<file path="src/hw/rtl/assert_macros.svh">
// assertion macros used by the cipher top-level rtl file
`ifndef ASSERT_MACROS_SVH
`define ASSERT_MACROS_SVH

`ifndef SYNTH

// property that must hold at every clock edge outside reset
`define ASSERT_HOLDS(label, cond, msg) \
	label: assert property (@(posedge clk) disable iff (!arst_n) (cond)) else $error(msg);

// same-cycle implication
`define ASSERT_IMPLIES(label, ante, cons, msg) \
	label: assert property (@(posedge clk) disable iff (!arst_n) (ante) |-> (cons)) \
		else $error(msg);

// next-cycle implication
`define ASSERT_NEXT(label, ante, cons, msg) \
	label: assert property (@(posedge clk) disable iff (!arst_n) (ante) |=> (cons)) \
		else $error(msg);

`else

`define ASSERT_HOLDS(label, cond, msg)
`define ASSERT_IMPLIES(label, ante, cons, msg)
`define ASSERT_NEXT(label, ante, cons, msg)

`endif

`endif

</file>
<file path="src/hw/rtl/tctr_pkg.sv">
// shared types and constants of the tea counter-mode cipher
package tctr_pkg;

	// tea round constant
	localparam logic [31:0] TEA_DELTA = 32'h9E3779B9;

	// configuration register indexes
	localparam int unsigned CFG_IDX_W = 3;
	localparam logic [CFG_IDX_W-1:0] REG_KEY_WORD_0    = 3'd0;
	localparam logic [CFG_IDX_W-1:0] REG_KEY_WORD_1    = 3'd1;
	localparam logic [CFG_IDX_W-1:0] REG_KEY_WORD_2    = 3'd2;
	localparam logic [CFG_IDX_W-1:0] REG_KEY_WORD_3    = 3'd3;
	localparam logic [CFG_IDX_W-1:0] REG_COUNTER_NONCE = 3'd4;

	// one block in flight through the round chain
	typedef struct packed {
		logic [31:0] w0;
		logic [31:0] w1;
		logic [63:0] data;
		logic        last;
	} item_t;

endpackage

</file>
<file path="src/hw/rtl/tctr_cell.sv">
// one half-round cell of the tea chain: updates one word and registers the block
module tctr_cell #(
	parameter logic [31:0] ROUND_SUM = 32'h9E3779B9,
	parameter bit          UPD_W1    = 1'b0
) (
	input  logic            clk,
	input  logic            arst_n,
	input  logic            en,
	input  logic            in_valid,
	input  tctr_pkg::item_t in_item,
	input  logic [31:0]     key_a,
	input  logic [31:0]     key_b,
	output logic            out_valid,
	output tctr_pkg::item_t out_item
);

	logic [31:0] src;
	logic [31:0] dst;
	logic [31:0] mix;
	logic [31:0] upd;
	tctr_pkg::item_t nxt;
	logic            valid_s1;
	tctr_pkg::item_t item_s1;

	// tea feistel function on the word not being updated
	always_comb begin
		src = UPD_W1 ? in_item.w0 : in_item.w1;
		dst = UPD_W1 ? in_item.w1 : in_item.w0;
		mix = ((src << 4) + key_a) ^ (src + ROUND_SUM) ^ ((src >> 5) + key_b);
		upd = dst + mix;
		nxt = in_item;
		if (UPD_W1) begin
			nxt.w1 = upd;
		end else begin
			nxt.w0 = upd;
		end
	end

	// valid bit
	always_ff @(posedge clk or negedge arst_n) begin
		if (!arst_n) begin
			valid_s1 <= 1'b0;
		end else if (en) begin
			valid_s1 <= in_valid;
		end
	end

	// payload register
	always_ff @(posedge clk) begin
		if (en) begin
			item_s1 <= nxt;
		end
	end

	assign out_valid = valid_s1;
	assign out_item  = item_s1;

endmodule

</file>
<file path="config.mk">
export PLATFORM = sky130hd
export DESIGN_NAME = tctr_cell
export DESIGN_NICKNAME = d
export VERILOG_FILES = /design/src/hw/rtl/assert_macros.svh /design/src/hw/rtl/tctr_pkg.sv /design/src/hw/rtl/tctr_cell.sv
export SDC_FILE = /design/constraint.sdc
export NUM_CORES = 1
export LEC_CHECK = 0
export BUFFER_PORTS_ARGS = -buffer_cell sky130_fd_sc_hd__buf_2
export CAP_MARGIN = 20
export CORE_MARGIN = 2
export CORE_UTILIZATION = 46
export DETAILED_ROUTE_END_ITERATION = 12
export GPL_TIMING_DRIVEN = 0
export PLACE_DENSITY_LB_ADDON = 0.12
export SLEW_MARGIN = 5
export SYNTH_ARGS = -nofsm -noshare
export SYNTH_HDL_FRONTEND = slang
export SYNTH_SLANG_ARGS = --single-unit
</file>
<file path="constraint.sdc">
create_clock -name clk -period 0.9 [get_ports clk]
set_clock_uncertainty 0.1 [all_clocks]
set_input_delay 0.045 -clock clk [delete_from_list [all_inputs] [get_ports clk]]
set_output_delay 0.045 -clock clk [all_outputs]
set_load 0.02 [all_outputs]
</file>
==> summary by stage <==
Logic synthesis
The count of mapped cells out of synthesis is 858. Of the post-synthesis cell area, the dominant cell type holds 0.418. After synthesis, the share of flip-flops with an asynchronous set or reset is 0.00769. The sequential cell area fraction in the yosys report is 0.420.

Yosys attributes the largest share of cell area to sky130_fd_sc_hd__edfxtp_1, sky130_fd_sc_hd__xnor2_1, sky130_fd_sc_hd__ha_1, sky130_fd_sc_hd__a21o_1, sky130_fd_sc_hd__a21oi_1. For this run, the leading register cell type out of synthesis is sky130_fd_sc_hd__edfxtp_1. The count of different cell masters after synthesis is 58. Counting flops and latches in the post-synthesis netlist gives 130. During synthesis, Yosys emitted a total of 0 warnings. When the netlist entered floorplanning its net count stood at 1146. A synthesized cell averages 10.8 sq um. The area of the mapped netlist is 0.00928 sq mm. The number of synthesized flops with an enable pin is 129. The cell accounting for the most synthesized area is sky130_fd_sc_hd__edfxtp_1.

Global route
In the global route stage, overall resource usage came out at 0.292. The global-route congestion overflow total is 0. The via count of the first global-routing pass is 8722.

The number of antenna violations at the first check in global routing came to 7. The wire length of the first global-routing pass is 48.4 mm. The largest net degree at the start of global routing is 50.

Run status
The final reports fail on negative hold slack, negative setup slack. The run finished, with violations left.

Detailed routing
The detailed-routing wirelength on met1 is 14.4 mm. Detailed routing inserted a total of 9219 vias. In this run, the number of DRC markers left after iteration 0 of detailed routing was 677.

The number of detailed-route iterations in the first pass is 5. The average vias per placed instance is 5.54. For this run, design rule violations remaining after detail routing come to 0. The met3 wire length is 2.32 mm. For this block, the routed nets add up to 36.6 mm of wire. In this run the top signal layer used is met5. The number of nets with antenna violations after detailed routing is 0. Dividing the detail-routed wire length by the instance count gives 22.0 microns. The met2 routed wirelength is 18.4 mm.

Worst setup path
For flop-to-flop paths, the worst setup slack is -0.01 ns. The capturing element type of the critical path is a register. On the worst path, the slowest cell contributes a delay of 0.39 ns.

The largest individual stage delay along the critical path comes from the cell sky130_fd_sc_hd__o32a_1. The library cell appearing most often on the critical path is sky130_fd_sc_hd__a21oi_2. The startpoint kind of the worst setup timing path is an input port.

The setup path with the least slack is of type in2reg. The maximum fanout encountered on the critical timing path is 4. Walking the worst path, the cells encountered are buf_12, ha_4, inv_2, fa_2, nor2b_2, o211ai_1, nand3b_1, a21oi_2, o21ai_2, a31o_2, a21o_1, a21oi_2, xnor2_2, ha_4, nand3_4, nor2_4, nand4_1, a31oi_4, a21oi_2, o211a_1, o32a_1, xnor2_2, xnor2_1.

At the worst endpoint, the required time is 0.98 ns. At the worst endpoint, the arrival time is 4.11 ns.

Cells and area
The sequential cell area in the final layout is 0.00390 sq mm. From synthesis to final layout, the design area changed by 66.5%. For this run, the share of the core covered by cells in the final layout is 0.786. The final non-filler cell total is 1663. The finished cells cover 0.0154 sq mm.

Summing all multi-input logic gate instances after layout gives 0.00648 sq mm. The filler cell count is 1164. The final layout contains 1667 nets.

The fraction of final layout cells with drive strength greater than 1 is 0.448.

CTS
Buffers inserted to repair hold after CTS numbered 100. Counting along the longest clock path gives a buffer depth of 2. The clock-pin slew on the worst setup and hold paths is 0.07 ns. The total clock buffers created by CTS is 17. The number of clock sinks seen by CTS is 130. The clock tree from TritonCTS is yes. The clock reaches the later pin of the worst-skew pair after 0.42 ns. The tree is rooted in a sky130_fd_sc_hd__clkbuf_16. The H-tree generated during clock tree synthesis spans 4 levels.

Power
Summed over all cells, the static leakage comes to 6.53 nW. The power per standard cell area is 2500 mW/mm^2. The maximum resistive drop on vdd is 0.00170 V.

Die
The height of the die is 146 microns. The floorplan has 51 rows. The width of the die is 146 microns. The number of I/O pins is 327. The floorplan step defined a die boundary enclosing 0.0213 sq mm. The core footprint is 0.0197 sq mm.

The starting utilization of the core area is 0.472.

STA
Subtracting the final worst setup slack from the clock period gives 4.03 ns. The portion of the clock cycle consumed by the worst path in the final layout is 4.48. The worst pin sits at a relative slew slack of 0.650. The achievable frequency is 248 MHz.

The slew at the pin closest to its max-slew limit is 0.520 ns. The number of pins exceeding their max-slew limit in the final report is 0. The count of endpoints failing hold in the final timing report is 3. The total of endpoints with negative setup slack in the final report is 163. After layout, the worst setup slack is -3.13 ns. Setup repair after global routing could not meet its margin everywhere. Hold timing on the final database bottoms out at a slack of -0.148 ns.

Job
The number of max-capacitance violations reported is 0.

Placed design
After detailed placement, the total cell area comes to 0.0115 sq mm. In this run, placement finished with an instance count of 1450. The wire-length estimate of the detail-placed layout is 21.9 mm.

The number of input and output port buffers inserted is 326. The final weighted congestion of routability-driven global placement is 0.872.

Hold path
The path class of the lowest-slack min-delay path is in2reg.
==> layout make-up <==
type                    instances  share of cell area
multi-input cells             700               0.420
inverters                      21             0.00510
repair buffers                505               0.260
diodes                          6            0.000972
flip-flops and latches        130               0.252
clock inverters                15              0.0107
well taps                     265              0.0215
clock buffers                  17              0.0275
plain buffers                   4             0.00162
==> synthesized netlist by cell type (5+ instances only) <==
cell / instances
sky130_fd_sc_hd__xor2_1: 30
sky130_fd_sc_hd__nor2b_1: 12
sky130_fd_sc_hd__a21oi_1: 59
sky130_fd_sc_hd__o21a_1: 7
sky130_fd_sc_hd__inv_1: 21
sky130_fd_sc_hd__o21ai_0: 39
sky130_fd_sc_hd__and3_1: 6
sky130_fd_sc_hd__a31oi_1: 6
sky130_fd_sc_hd__nand2_1: 44
sky130_fd_sc_hd__nand2b_1: 12
sky130_fd_sc_hd__edfxtp_1: 129
sky130_fd_sc_hd__and2_1: 5
sky130_fd_sc_hd__o21bai_1: 12
sky130_fd_sc_hd__clkbuf_1: 7
sky130_fd_sc_hd__xnor2_1: 147
sky130_fd_sc_hd__ha_1: 88
sky130_fd_sc_hd__a211oi_1: 13
sky130_fd_sc_hd__nor2_1: 50
sky130_fd_sc_hd__nand4_1: 8
sky130_fd_sc_hd__a21o_1: 47
sky130_fd_sc_hd__o211ai_1: 9
sky130_fd_sc_hd__nand3_1: 20
sky130_fd_sc_hd__nor3_1: 19
==> final timing paths <==
path | start | end | depth (start not counted)
worst max-delay path | in_item[70] | out_item[128]$_DFFE_PP_ | 23
worst min-delay path | in_item[97] | out_item[97]$_DFFE_PP_ | 2
worst max register to register | out_valid$_DFFE_PN0P_ | out_valid$_DFFE_PN0P_ | 1
worst min register to register | out_valid$_DFFE_PN0P_ | out_valid$_DFFE_PN0P_ | 1
max in group asynchronous | arst_n | out_valid$_DFFE_PN0P_ | 3
min in group asynchronous | arst_n | out_valid$_DFFE_PN0P_ | 3
==> kinds of logic (layout without fill, tap and decap cells) <==
kind of cell,count (synthesis),after routing,synth area share
buffers and inverters,28,562,0.0113
multiplexers,1,1,0.00121
AO/OA/AOI/OAI,238,238,0.173
other,0,6,0
flip-flops,130,130,0.420
adder cells (fa/ha/maj),91,91,0.125
AND/OR/NAND/NOR,193,193,0.102
XOR/XNOR,177,177,0.167
==> state kept, by name, summed over array words and instances, names as in the netlist <==
signal / count
out_valid: 1
out_item: 129
==> power breakdown <==
group | switching, mW | internal (mW)
registers | 0.578 | 8.34
logic | 11.6 | 11.0
clock network | 3.23 | 3.96
==> repair_timing <==
| item | CTS | global route |
|---|---|---|
| setup buffers | 44 | 34 |
| endpoints found under the setup margin | 163 | 193 |
| gates cloned | 1 | 0 |
| hold endpoints to repair | 134 | 2 |
| pin swaps | 64 | 96 |
| gates resized for setup | 214 | 204 |
==> metal layers <==
| layer | GRT usage | vias to the layer above |
|---|---|---|
| li1 | - | 4264 |
| met3 | 0.0505 | 94 |
| met1 | 0.366 | 4415 |
| met5 | 0 | - |
| met4 | 0.104 | 2 |
| met2 | 0.509 | 444 |
==> placed cells by master, fill, tap and decap left out, types with 6 or more instances in the layout <==
cell type	netlist	final
sky130_fd_sc_hd__xnor2_2	0	23
sky130_fd_sc_hd__ha_1	88	58
sky130_fd_sc_hd__edfxtp_1	129	129
sky130_fd_sc_hd__o21ai_0	39	24
sky130_fd_sc_hd__o21bai_1	12	9
sky130_fd_sc_hd__buf_4	0	68
sky130_fd_sc_hd__a21oi_1	59	30
sky130_fd_sc_hd__nor3_1	19	16
sky130_fd_sc_hd__inv_6	0	6
sky130_fd_sc_hd__a21o_1	47	47
sky130_fd_sc_hd__xnor2_1	147	120
sky130_fd_sc_hd__diode_2	0	6
sky130_fd_sc_hd__ha_4	0	18
sky130_fd_sc_hd__nand2b_1	12	11
sky130_fd_sc_hd__buf_6	0	114
sky130_fd_sc_hd__nand2_1	44	39
sky130_fd_sc_hd__buf_2	0	213
sky130_fd_sc_hd__inv_1	21	18
sky130_fd_sc_hd__a21oi_2	1	29
sky130_fd_sc_hd__o21a_1	7	7
sky130_fd_sc_hd__clkbuf_16	0	17
sky130_fd_sc_hd__nand4_1	8	8
sky130_fd_sc_hd__nor2b_1	12	10
sky130_fd_sc_hd__nor2_1	50	43
sky130_fd_sc_hd__dlygate4sd3_1	0	100
sky130_fd_sc_hd__ha_2	0	12
sky130_fd_sc_hd__xor2_1	30	26
sky130_fd_sc_hd__o21ai_2	1	11
sky130_fd_sc_hd__nand3_1	20	13
sky130_fd_sc_hd__o211ai_1	9	9
==> critical path: cells and delay by family <==
family | cells | cell delay (ns)
fa+ha+maj | 3 | 0.70
compound gates | 10 | 2.12
simple gates | 5 | 0.63
buf+inv | 2 | 0.17
xor+xnor | 3 | 0.41
==> metrics by stage <==
step / power, mW / worst slack, ns / TNS (ns)
floorplan: 18.9 / -2.89 / -65.10
global placement: 22.5 / -3.77 / -322.50
detailed placement: 22.7 / -3.79 / -124.98
CTS: 33.5 / -2.94 / -91.69
global route: 40.1 / -3.25 / -104.65
finish: 38.7 / -3.13 / -98.99
(Power assumes the default switching activity.)
